$ cat src/rtl/core/ffha_pkg.sv
// ---------------------------------------------------------------------------
// ffha_pkg
// Shared types and codes for the first-fit heap allocator.
// ---------------------------------------------------------------------------
package ffha_pkg;

    typedef enum logic [1:0] {
        CMD_ALLOC = 2'd0,
        CMD_FREE  = 2'd1,
        CMD_KICK  = 2'd2,
        CMD_INIT  = 2'd3
    } cmd_t;

    typedef enum logic [1:0] {
        ST_OK      = 2'd0,
        ST_OOM     = 2'd1,
        ST_BADFREE = 2'd2
    } status_t;

    localparam logic [15:0] MAGIC_RESET = 16'hA5A5;
    localparam int unsigned LEN_W = 15;

    typedef enum logic [4:0] {
        S_IDLE,
        S_INIT0,
        S_INIT1,
        S_INIT2,
        S_INIT3,
        S_FREE_RD,
        S_FREE_WT,
        S_FREE_CHK,
        S_AL_START,
        S_AL_RD,
        S_AL_WT,
        S_AL_EVAL,
        S_AL_PRD,
        S_AL_PWT,
        S_AL_MERGE,
        S_AL_NRD,
        S_AL_NWT,
        S_AL_NCHK,
        S_AL_SPLIT,
        S_AL_MARK,
        S_KICK_FREE,
        S_OUT
    } state_t;

    // Commands from controller to datapath.
    typedef struct packed {
        logic load;        // capture input item
        logic init_wr;     // write init header (index in init_step)
        logic [1:0] init_step;
        logic free_rd;     // read header at free word
        logic free_wr;     // write freed header
        logic al_start;    // set walk start word
        logic rd_cur;      // read header at cur
        logic take_cur;    // latch cur header
        logic mark_prev;   // prev <= cur, coal <= 1
        logic clr_coal;
        logic rd_prev;
        logic merge_wr;    // write merged prev length
        logic rd_next;     // read header at next word
        logic step;        // cur <= next
        logic split_wr;
        logic mark_wr;
        logic kick_wr;
        logic fail;
        logic set_ok;
        logic set_bad;
        logic set_kicked;
    } ctl_t;

    typedef struct packed {
        logic is_small;
        logic start_oob;
        logic cur_used;
        logic coal;
        logic fit_cur;
        logic fit_merged;
        logic len_zero;
        logic next_oob;
        logic next_zero;
        logic free_pre_bad;
        logic free_bad;
        logic kick_mode;
    } sts_t;

endpackage

$ cat src/rtl/core/ffha_ctrl.sv
// ---------------------------------------------------------------------------
// ffha_ctrl
// Sequencer for init, free, kick and the first-fit walk of alloc.
// ---------------------------------------------------------------------------
module ffha_ctrl
(
    input  logic            clk,
    input  logic            rst_n,
    input  logic            in_fire,
    input  ffha_pkg::cmd_t  cmd,
    input  logic            out_busy,
    output logic            idle,
    output logic            out_load,
    input  ffha_pkg::sts_t  sts,
    output ffha_pkg::ctl_t  ctl
);
    import ffha_pkg::*;

    state_t state_reg, state_next;

    always_ff @(posedge clk or negedge rst_n)
    begin
        if (!rst_n)
            state_reg <= S_IDLE;
        else
            state_reg <= state_next;
    end

    always_comb
    begin
        state_next = state_reg;
        case (state_reg)
            S_IDLE:
            begin
                if (in_fire)
                begin
                    case (cmd)
                        CMD_INIT: state_next = S_INIT0;
                        CMD_FREE: state_next = S_FREE_RD;
                        default:  state_next = S_AL_START;
                    endcase
                end
            end
            S_INIT0:    state_next = S_INIT1;
            S_INIT1:    state_next = S_INIT2;
            S_INIT2:    state_next = S_INIT3;
            S_INIT3:    state_next = S_OUT;
            S_FREE_RD:  state_next = sts.free_pre_bad ? S_OUT : S_FREE_WT;
            S_FREE_WT:  state_next = S_FREE_CHK;
            S_FREE_CHK: state_next = S_OUT;
            S_AL_START: state_next = sts.start_oob ? S_OUT : S_AL_RD;
            S_AL_RD:    state_next = S_AL_WT;
            S_AL_WT:    state_next = S_AL_EVAL;
            S_AL_EVAL:
            begin
                if (sts.cur_used)
                    state_next = S_AL_NRD;
                else if (sts.coal)
                    state_next = S_AL_PRD;
                else if (sts.fit_cur)
                    state_next = S_AL_SPLIT;
                else
                    state_next = S_AL_NRD;
            end
            S_AL_PRD:   state_next = S_AL_PWT;
            S_AL_PWT:   state_next = S_AL_MERGE;
            S_AL_MERGE: state_next = sts.fit_merged ? S_AL_SPLIT : S_AL_NRD;
            S_AL_NRD:   state_next = (sts.len_zero || sts.next_oob) ? S_OUT : S_AL_NWT;
            S_AL_NWT:   state_next = S_AL_NCHK;
            S_AL_NCHK:  state_next = sts.next_zero ? S_OUT : S_AL_RD;
            S_AL_SPLIT: state_next = S_AL_MARK;
            S_AL_MARK:  state_next = sts.kick_mode ? S_KICK_FREE : S_OUT;
            S_KICK_FREE: state_next = S_OUT;
            S_OUT:      state_next = out_busy ? S_OUT : S_IDLE;
            default:    state_next = S_IDLE;
        endcase
    end

    always_comb
    begin
        ctl = '0;
        out_load = 1'b0;
        idle = (state_reg == S_IDLE);
        case (state_reg)
            S_IDLE: ctl.load = in_fire;
            S_INIT0: begin ctl.init_wr = 1'b1; ctl.init_step = 2'd0; end
            S_INIT1: begin ctl.init_wr = 1'b1; ctl.init_step = 2'd1; end
            S_INIT2: begin ctl.init_wr = 1'b1; ctl.init_step = 2'd2; end
            S_INIT3:
            begin
                ctl.init_wr = 1'b1;
                ctl.init_step = 2'd3;
                ctl.set_ok = 1'b1;
            end
            S_FREE_RD:
            begin
                if (sts.free_pre_bad)
                    ctl.set_bad = 1'b1;
                else
                    ctl.free_rd = 1'b1;
            end
            S_FREE_CHK:
            begin
                if (sts.free_bad)
                    ctl.set_bad = 1'b1;
                else
                begin
                    ctl.free_wr = 1'b1;
                    ctl.set_ok = 1'b1;
                end
            end
            S_AL_START:
            begin
                ctl.al_start = 1'b1;
                if (sts.start_oob)
                    ctl.fail = 1'b1;
            end
            S_AL_RD: ctl.rd_cur = 1'b1;
            S_AL_EVAL:
            begin
                ctl.take_cur = 1'b1;
                if (sts.cur_used)
                    ctl.clr_coal = 1'b1;
                else if (!sts.coal && !sts.fit_cur)
                    ctl.mark_prev = 1'b1;
            end
            S_AL_PRD: ctl.rd_prev = 1'b1;
            S_AL_MERGE: ctl.merge_wr = 1'b1;
            S_AL_NRD:
            begin
                if (sts.len_zero || sts.next_oob)
                    ctl.fail = 1'b1;
                else
                    ctl.rd_next = 1'b1;
            end
            S_AL_NCHK:
            begin
                if (sts.next_zero)
                    ctl.fail = 1'b1;
                else
                    ctl.step = 1'b1;
            end
            S_AL_SPLIT: ctl.split_wr = 1'b1;
            S_AL_MARK:
            begin
                ctl.mark_wr = 1'b1;
                ctl.set_ok = 1'b1;
            end
            S_KICK_FREE: ctl.kick_wr = 1'b1;
            S_OUT: out_load = !out_busy;
            default: ;
        endcase
        if (state_reg == S_OUT && !out_busy && sts.kick_mode)
            ctl.set_kicked = 1'b1;
    end

endmodule

$ cat config.mk
export PLATFORM = sky130hd
export DESIGN_NAME = ffha_ctrl
export DESIGN_NICKNAME = d
export VERILOG_FILES = /design/src/rtl/core/ffha_pkg.sv /design/src/rtl/core/ffha_ctrl.sv
export SDC_FILE = /design/constraint.sdc
export NUM_CORES = 1
export LEC_CHECK = 0
export ABC_AREA = 1
export BUFFER_PORTS_ARGS = -buffer_cell sky130_fd_sc_hd__buf_2
export CORE_MARGIN = 3
export CORE_UTILIZATION = 23
export CTS_BUF_LIST = sky130_fd_sc_hd__clkbuf_8
export DETAILED_ROUTE_END_ITERATION = 7
export PLACE_DENSITY_LB_ADDON = 0.3
export SETUP_SLACK_MARGIN = 0.1
export SKIP_LAST_GASP = 1
export SYNTH_ARGS = -nofsm -noshare
export SYNTH_HDL_FRONTEND = slang
export SYNTH_SLANG_ARGS = --single-unit
$ cat constraint.sdc
create_clock -name clk -period 4 [get_ports clk]
set_input_delay 1.2 -clock clk [delete_from_list [all_inputs] [get_ports clk]]
set_output_delay 1.2 -clock clk [all_outputs]
set_load 0.01 [all_outputs]
# Word level (Yosys, flattened, before mapping)
# Index checks and enable logic that the tools add are counted.
[totals]
register_bits = 5
input_bits = 18
output_inout_bits = 24
elab_cells = 79
[classes]
n_eq_ne = 24
n_mux = 44
reduce_logical = 10
[ops]
columns = ["op", "n"]
rows = [
  ["one-hot mux 5 bit (20 select lines)", 1],
  ["2-to-1 mux 5 bit", 9],
  ["equality test 5 x 4 -> 1 bit, second input constant", 8],
  ["equality test 5 bit, second input constant", 6],
  ["2-to-1 mux 1 bit", 27],
  ["equality test 5 x 3 -> 1 bit, second input constant", 4],
  ["one-hot mux 3 bit (4 select lines)", 1],
  ["equality test 5 x 2 -> 1 bit, second input constant", 2],
  ["one-hot mux 4 bit (2 select lines)", 1],
  ["2-to-1 mux 3 bit", 2],
  ["equality test 5 x 1 -> 1 bit, second input constant", 1],
  ["logical NOT 5 bit", 1],
  ["one-hot mux 1 bit (2 select lines)", 2],
  ["logical AND 1 bit", 3],
  ["logical NOT 1 bit", 3],
  ["one-hot mux 1 bit (3 select lines)", 1],
  ["OR reduction 3 bit", 1],
  ["equality test 2 x 1 -> 1 bit, second input constant", 1],
  ["equality test 2 bit, second input constant", 1],
  ["inequality test 2 bit, second input constant", 1],
  ["OR reduction 2 bit", 1],
  ["logical OR 1 bit", 1],
]

# Longest topological paths before layout
# Gate-level depths: netlist (run 1).
[logic_depth]
ltp_word = 5
ltp_mapped = 9
mapped_depth_nobuf = 9

# Worst setup path before layout (run 1)
# OpenSTA, ideal clock, no wires.
[synth_timing]
path_kind = "input port to output port"
startpoint = "in sts[4] (netlist bit)"
endpoint = "out ctl[3] (netlist bit)"
arrival_ps = 1710
required_time_ps = 2800
path_slack_ps = 1090
stages = 3
n_path_buf = 0
cell_sequence = "or2_2 > nand3_1 > nand3_1"
[synth_rtl]
columns = ["item", "line_no", "rtl"]
rows = [
  ["from (decl)", "ffha_ctrl.sv:14", "input ffha_pkg::sts_t sts,"],
  ["to (decl)", "ffha_ctrl.sv:15", "output ffha_pkg::ctl_t ctl"],
]

==> metrics, run 1 <==
status=finished, final reports clean; critical path required time=2.80 ns; clock network fraction of total power=14.1%; Psw=353.4 uW; first-pass GRT wire length=4236 um; Setup TNS=0 ns; non-filler cells, final=226; Final Max Tran Viols=0; Power Density=620.0 nW/um^2; leak pwr=0.6365 nW; CTS tree=yes; Fmax=0.3145 GHz; Yosys reg bits=5; Post-CTS Hold Buffers=0; critical path, cell by cell=buf_2 > or2_2 > nand3_1 > nand3_1 > buf_2; Syn. warnings=0; crit path kind=input port to output port; largest net degree at the start of global routing=14; wire per inst=10.86 um; final instance area=1021 sq um; post-route ant nets=0; Worst R2R Path Depth=9; most frequent cells in the layout=40 x buf_2, 38 x nand2_1, 27 x nor2_1; H-Tree Depth=1; Max stage delay cell, worst path=or2_2; Mapped Cells=141; Int Pwr=279.6 uW; die width=62.37 um; Gate power share=67.1%; Initial Util=25.19%; clk buf depth=2; Clock transition at path regs=0.03 ns; RR Endpoint=state_reg[0]; CTS resizes=0; Num CTS Buffers=3; ant diodes=0; Via density=4.540; crit path DAT=1.98 ns; HP Class=input port to asynchronous set/reset pin; Post-CTS Setup Bufs=0; syn avg cell area=5.182 sq um; clock skew=0.00002211 ns; nature of the critical path startpoint=input port; GRT overflow=0; Nets=203; CP max stage delay=0.29 ns; port bufs=40; DR DRC count=0; GP Congestion=0.8693; RSZ-0062 raised after global routing=false; Post-Route WL=2455 um; commonest non-fill, non-tap cell in the layout=buf_2; area grow syn2layout=39.73%; max_cap viols=0; measured slew at the worst slew-check pin=0.4674 ns; die area=3889 sq um; Max IR drop VDD=0.0001835 V; Crit Path Max Fanout=2; Clk Latency, worst-skew pair=0.22 ns; Final Hold Vio Count=0; R2R Setup Slk=2.46 ns; Slew headroom=68.84%; Die H=62.37 um; fill cell count=360; initial antenna violation count=0; cell row count=19; post-detail-place hpwl=2098 um; Largest register FFs=5; clk root buf=clkbuf_8; Inst Count DP=222; vias in the first global route=962; crit share post-route=79.50%; Final setup viols=0; Iteration-0 DRC Markers=36; library cells used by synthesis=17; post-synthesis cell area=730.7 sq um; via count=1,026; Reg power frac=18.9%; Overall Global Routing Usage=13.10%; part of the Yosys area used for sequential elements=17.12%; placed inst area=975.9 sq um; Final Critical Period=3.180 ns; Critical Path End Type=output port; CTS sink count=5; core footprint=2900 sq um; sw frac=55.83%; syn nets=159; layout cells sized above 1=27.72%; reg-to-reg startpoint=state_reg[4]; IO Pins=42; drt first pass iters=4
## metrics by stage
stage | power [mW] | util (%) | hold slack [ns] | worst slack [ns]
2_1_floorplan | 0.4122 | - | 0.7029 | 1.090
3_3_place_gp | 0.5489 | 33.65 | 0.8217 | 0.8149
3_5_place_dp | 0.5439 | 33.65 | 0.8134 | 0.8171
4_1_cts | 0.6367 | 35.20 | 0.7833 | 0.8144
5_1_grt | 0.7073 | 35.20 | 0.7920 | 0.7499
6_report | 0.6330 | 35.20 | 0.7843 | 0.8201
## Yosys cell counts
cell type,number,share of area (%)
or2_2,2,1.7
o21ai_0,8,5.5
dfrtp_1,5,17
nor2_2,3,2.6
inv_1,21,11
nand2_1,38,20
o221ai_1,1,1.2
nand3_1,21,14
buf_4,1,1.0
nor2_1,27,14
nor3_1,5,3.4
nor4_1,1,0.86
inv_2,1,0.51
a31oi_1,1,0.86
nor2_4,2,3.1
o211ai_1,1,1.0
nand4_1,3,2.6
## power groups by stage
stage	Combinational, mW	Clock (mW)	Sequential [mW]
floorplan	0.309	0	0.103
global placement	0.430	0	0.119
detailed placement	0.425	0	0.119
CTS	0.427	0.0919	0.118
global route	0.487	0.0963	0.124
finish	0.425	0.0889	0.119
## layer usage
metal | vias up | routed length [um] | global-route usage (%) | share of wire, %
li1 | 536 | - | - | -
met1 | 447 | 1111 | 16.41 | 45
met2 | 39 | 1147 | 21.37 | 47
met3 | 4 | 165 | 3.604 | 6.7
met4 | 0 | 30 | 4.959 | 1.2
met5 | - | 0 | 0 | 0
## worst max-delay path by stage
stage / start / cells past startpoint / slack, ns / end
after floorplan: sts[4] / 3 / 1.09 / ctl[3]
after global placement: sts[4] / 5 / 0.81 / ctl[3]
after detailed placement: sts[4] / 5 / 0.82 / ctl[3]
after CTS: sts[4] / 5 / 0.81 / ctl[3]
after global routing: sts[4] / 5 / 0.75 / ctl[3]
final: sts[4] / 5 / 0.82 / ctl[3]
## logic make-up after synthesis
group / share of synthesized area [%]
flip-flops: 17.12
AO/OA/AOI/OAI: 8.563
buffers and inverters: 12.33
AND/OR/NAND/NOR: 61.99
## critical path: cells and delay by family
kind	cells	cell delay (ns)
AND/OR/NAND/NOR	3	0.54
buffers and inverters	2	0.24
## cell type report
type	count	area (sq um)	area share, %
clock buffers	3	41.29	4.044
clock inverters	1	3.754	0.3676
inverters	22	82.58	8.088
multi-input cells	113	515.5	50.49
flip-flops and latches	5	125.1	12.25
well taps	42	52.55	5.147
repair buffers	40	200.2	19.61
No activity file was read; power rests on OpenSTA's default activity.
==> run 2, diff against run 1 <==
Clock period 4 ns to 2.57 ns, I/O delays scaled along.
==> metrics, run 2 (synthesis gave the netlist of run 1 again) <==
Die H=62.37 um (unchanged); cell row count=19 (unchanged); critical path required time=1.80 ns (-1.00 ns); clk buf depth=2 (unchanged); crit path DAT=1.55 ns (-0.43 ns); GP Congestion=0.8597 (-1.1%); final instance area=1028 sq um (+0.74%); Slew headroom=75.71% (+6.9 points); drt first pass iters=4 (unchanged); Max IR drop VDD=0.0003279 V (+79%); Post-Route WL=2494 um (+1.6%); Setup TNS=0 ns (unchanged); layout cells sized above 1=28.11% (+0.39 points); initial antenna violation count=0 (unchanged); Num CTS Buffers=3 (unchanged); largest net degree at the start of global routing=13 (-1); RSZ-0062 raised after global routing=false; clock skew=0.0006535 ns (+0.0006314 ns); via count=1,015 (-1.1%); most frequent cells in the layout=40 x buf_2, 38 x nand2_1, 27 x nor2_1; Inst Count DP=223 (+0.45%); Crit Path Max Fanout=2 (unchanged); fill cell count=355 (-1.4%); Clock transition at path regs=0.03 ns (about the same); commonest non-fill, non-tap cell in the layout=buf_2; Post-CTS Hold Buffers=0 (unchanged); ant diodes=0 (unchanged); Fmax=0.4313 GHz; vias in the first global route=908 (-5.6%); Final setup viols=0 (unchanged); CTS sink count=5 (unchanged); crit share post-route=90.22%; Initial Util=25.19% (unchanged); port bufs=40 (unchanged); HP Class=input port to asynchronous set/reset pin; hold slack final=0.3585 ns (-0.4258 ns); non-filler cells, final=227 (+0.44%); Nets=204 (+0.49%); GRT overflow=0 (unchanged); clk root buf=clkbuf_8; leak pwr=0.6416 nW (+0.80%); Largest register FFs=5 (unchanged); die width=62.37 um (unchanged); Iteration-0 DRC Markers=70 (+94%); max_cap viols=0 (unchanged); die area=3889 sq um (unchanged); core footprint=2900 sq um (unchanged); Via density=4.471 (-1.5%); area grow syn2layout=40.75%; CTS resizes=0 (unchanged); first-pass GRT wire length=4174 um (-1.5%); Clk Latency, worst-skew pair=0.22 ns (about the same); IO Pins=42 (unchanged); Final Max Tran Viols=0 (unchanged); Critical Path End Type=output port; Final Hold Vio Count=0 (unchanged); Post-CTS Setup Bufs=0 (unchanged); crit path kind=input port to output port; Overall Global Routing Usage=12.92% (-0.18 points); post-detail-place hpwl=2123 um (+1.2%); H-Tree Depth=1 (unchanged); CTS tree=yes; post-route ant nets=0 (unchanged); wire per inst=10.99 um (+1.1%); Final Critical Period=2.319 ns; nature of the critical path startpoint=input port; measured slew at the worst slew-check pin=0.3640 ns (-0.1034 ns); placed inst area=983.4 sq um (+0.77%); status=finished, final reports clean; DR DRC count=0 (unchanged); Power Density=973.1 nW/um^2 (+57%)
[run 2: final cells by class]
class	instances	area (sq um)	area share, %
Timing Repair Buffer	41	207.7	20.19
Clock inverter	1	3.754	0.3650
Inverter	22	82.58	8.029
Clock buffer	3	41.29	4.015
Tap cell	42	52.55	5.109
Sequential cell	5	125.1	12.17
Multi-Input combinational cell	113	515.5	50.12
[run 2: per-layer routing]
layer / up-vias / share of wire [%] / global-route usage [%]
met5: - / 0 / 0
met4: 0 / 0.24 / 3.306
met3: 2 / 7.1 / 2.523
met2: 36 / 48 / 21.91
met1: 432 / 45 / 16.76
li1: 545 / - / -
[run 2: worst max-delay path, cell delays in order]
cell and delay (ns):
buf_2 0.09, or2_2 0.29, nand3_1 0.15, nand3_1 0.10, buf_2 0.14
[run 2: path summary, 6_finish.rpt]
path                              start      endpoint  slack (ns)  depth (start not counted)
min reg2reg                state_reg[4]  state_reg[1]        0.74                          3
max in group asynchronous         rst_n  state_reg[4]        2.09                          1
max reg2reg                state_reg[1]  state_reg[3]        1.13                          7
max                              sts[4]        ctl[3]        0.25                          5
min in group clk           state_reg[4]  state_reg[1]        0.74                          3
min                               rst_n  state_reg[2]        0.36                          1
[run 2: per-stage QoR]
stage / util [%] / worst slack, ns / total power [mW]
6_report: 35.46 / 0.2513 / 1.001
5_1_grt: 35.46 / 0.1068 / 1.108
4_1_cts: 35.46 / 0.2440 / 1.001
3_5_place_dp: 33.91 / 0.2450 / 0.8595
3_3_place_gp: 33.91 / 0.2475 / 0.8641
2_1_floorplan: - / 0.5170 / 0.6416
[run 2: power breakdown]
group	internal [mW]	switching (mW)
Clock	0.102	0.0348
Sequential	0.117	0.0440
Combinational	0.225	0.478
Total	0.444	0.557
==> run 3, diff against run 2 <==
Settings changed: ABC_AREA 1 to not set.
==> metrics, run 3 <==
status=finished, final reports clean; Overall Global Routing Usage=12.53% (-0.39 points); Iteration-0 DRC Markers=77 (+10%); Max IR drop VDD=0.0003146 V (-4.1%); clk buf depth=2 (unchanged); largest cells by area after synthesis=dfrtp_1 13%, nor2_1 5.9%, nor3_1 4.7%, nand2_1 4.7%, a21o_1 3.9%; core footprint=3826 sq um (+32%); Power Density=1113 nW/um^2 (+14%); initial antenna violation count=0 (unchanged); ant diodes=0 (unchanged); crit path launch=state_reg[4]; HP Class=input port to asynchronous set/reset pin; nature of the critical path startpoint=flip-flop; first-pass GRT wire length=5181 um (+24%); Setup TNS=0 ns (unchanged); Nets=188 (-7.8%); post-route ant nets=0 (unchanged); critical path required time=1.80 ns (about the same); Final Critical Period=2.369 ns (+0.05065 ns); IO Pins=42 (unchanged); layout cells sized above 1=41.42% (+13 points); area share of the leading cell type in the synthesized netlist=13.16% (-6.4 points); Psw=723.4 uW (+30%); wire per inst=14.24 um (+30%); syn avg cell area=7.371 sq um (+42%); max_cap viols=0 (unchanged); DR top layer=met4; Int Pwr=665.3 uW (+50%); Syn. warnings=0 (unchanged); sw frac=52.09% (-3.5 points); hold slack final=0.3612 ns (+0.002667 ns); post-synthesis cell area=950.9 sq um (+30%); RSZ-0062 raised after global routing=true; H-Tree Depth=1 (unchanged); Via density=5.115 (+14%); GP Congestion=0.8308 (-3.4%); Post-CTS Setup Bufs=0 (unchanged); Final Max Tran Viols=0 (unchanged); area grow syn2layout=31.18%; leading area contributor after synthesis=dfrtp_1; Clock transition at path regs=0.04 ns (about the same); vias in the first global route=1,090 (+20%); syn nets=147 (-7.5%); RR Endpoint=state_reg[3]; metal3 WL=162 um (-8.5%); Largest register FFs=5 (unchanged); die area=4942 sq um (+27%); Post-CTS Hold Buffers=0 (unchanged); reg-to-reg startpoint=state_reg[3]; via count=1,110 (+9.4%); crit path kind=flip-flop to output port; Fmax=0.4221 GHz (-2.1%); cell row count=22 (+3); CTS tree=yes; DR DRC count=0 (unchanged); Final setup viols=0 (unchanged); CP endpoint=ctl[3]; CTS resizes=1 (+1); port bufs=40 (unchanged); Slew headroom=68.64% (-7.1 points); Num CTS Buffers=3 (unchanged); Yosys reg bits=5 (unchanged); CTS sink count=5 (unchanged); Async SR Flop Fraction=100.0% (unchanged); Post-synth EDFFs=0 (unchanged); R2R Setup Slk=0.84 ns (-0.29 ns); Commonest cells post-synth=15 x nor2_1, 12 x nand2_1, 9 x nor3_1; Die H=70.30 um (+13%); Initial Util=24.85% (-0.34 points); drt first pass iters=4 (unchanged); Post-Route WL=3090 um (+24%); most frequent cells in the layout=40 x buf_2, 15 x nor2_1, 12 x nand2_1; part of the Yosys area used for sequential elements=13.16% (-4.0 points); met1 wire length=1488 um (+33%); met2 wire length=1424 um (+20%); most frequent cell after synthesis=nor2_1; largest net degree at the start of global routing=16 (+3); Reg power frac=17.0% (+0.9 points); Clk Latency, worst-skew pair=0.22 ns (about the same); commonest non-fill, non-tap cell in the layout=buf_2; commonest register cell after synthesis=dfrtp_1; Gate power share=73.0% (+2.8 points); leak pwr=0.5737 nW (-11%); library cells used by synthesis=51 (+34); GRT overflow=0 (unchanged); clock network fraction of total power=10.0% (-3.7 points); crit share post-route=92.19% (+2.0 points); Mapped Cells=129 (-8.5%); clk root buf=clkbuf_8; Worst R2R Path Depth=3 (-4); Final Hold Vio Count=0 (unchanged); die width=70.30 um (+13%); Crit Path Max Fanout=15 (+13); Critical Path End Type=output port; crit path DAT=1.60 ns (+0.05 ns); measured slew at the worst slew-check pin=0.4654 ns (+0.1014 ns); Overall Power=1.389 mW (+39%); clock skew=0.001512 ns (+0.0008586 ns); post-detail-place hpwl=2511 um (+18%)
[run 3: cells by family after synthesis]
family	after synthesis	share of synthesized area, %
AO/OA/AOI/OAI	35	31.32
XOR/XNOR	2	1.842
buffers and inverters	15	10.00
flip-flops	5	13.16
multiplexers	3	3.158
AND/OR/NAND/NOR	69	40.52
[run 3: area by class of cell]
cell class	instances	area, sq um
sequential	5	128.9
fill	444	2579
clock inverter	1	3.754
timing repair buffer	47	252.7
tap	48	60.06
inverter	4	15.01
clock buffer	3	41.29
multi-input combinational	109	745.7
[run 3: critical path, cell delays in order (launching register included)]
cell	delay [ns]
dfrtp_2	0.51
nor3_2	0.27
nand3_1	0.12
a21o_1	0.23
o31ai_1	0.08
buf_2	0.17
[run 3: metrics by stage]
step / utilization [%] / worst slack [ns] / std cells / cell area (sq um)
final: 32.60 / 0.2007 / 217 / 1247
after global routing: 32.60 / 0.07263 / 217 / 1247
after CTS: 32.15 / 0.1220 / 217 / 1230
after detailed placement: 30.94 / 0.2680 / 213 / 1184
after global placement: 30.94 / 0.2740 / 213 / 1184
after floorplan: - / 0.4208 / 129 / 950.9
[run 3: power groups by stage]
stage | registers, mW | clock network [mW] | logic (mW)
final | 0.236 | 0.139 | 1.01
after CTS | 0.228 | 0.141 | 0.999
after floorplan | 0.154 | 0 | 0.842
after global routing | 0.250 | 0.148 | 1.12
after global placement | 0.227 | 0 | 1.00
after detailed placement | 0.227 | 0 | 0.997
[run 3: per-layer routing]
layer	up-vias	track usage, %
met3	2	1.871
met1	516	17.75
met2	34	19.44
met4	0	3.617
met5	-	0
li1	558	-
[run 3: worst min-delay path by stage]
| stage | startpoint | to | slack [ns] | cells after the start |
|---|---|---|---|---|
| 5_1_grt | rst_n | state_reg[0] | 0.36 | 1 |
| 2_1_floorplan | rst_n | state_reg[0] | 0.48 | 0 |
| 3_5_place_dp | rst_n | state_reg[1] | 0.59 | 1 |
| 3_3_place_gp | rst_n | state_reg[1] | 0.59 | 1 |
| 4_1_cts | rst_n | state_reg[3] | 0.36 | 1 |
| 6_report | rst_n | state_reg[0] | 0.36 | 1 |
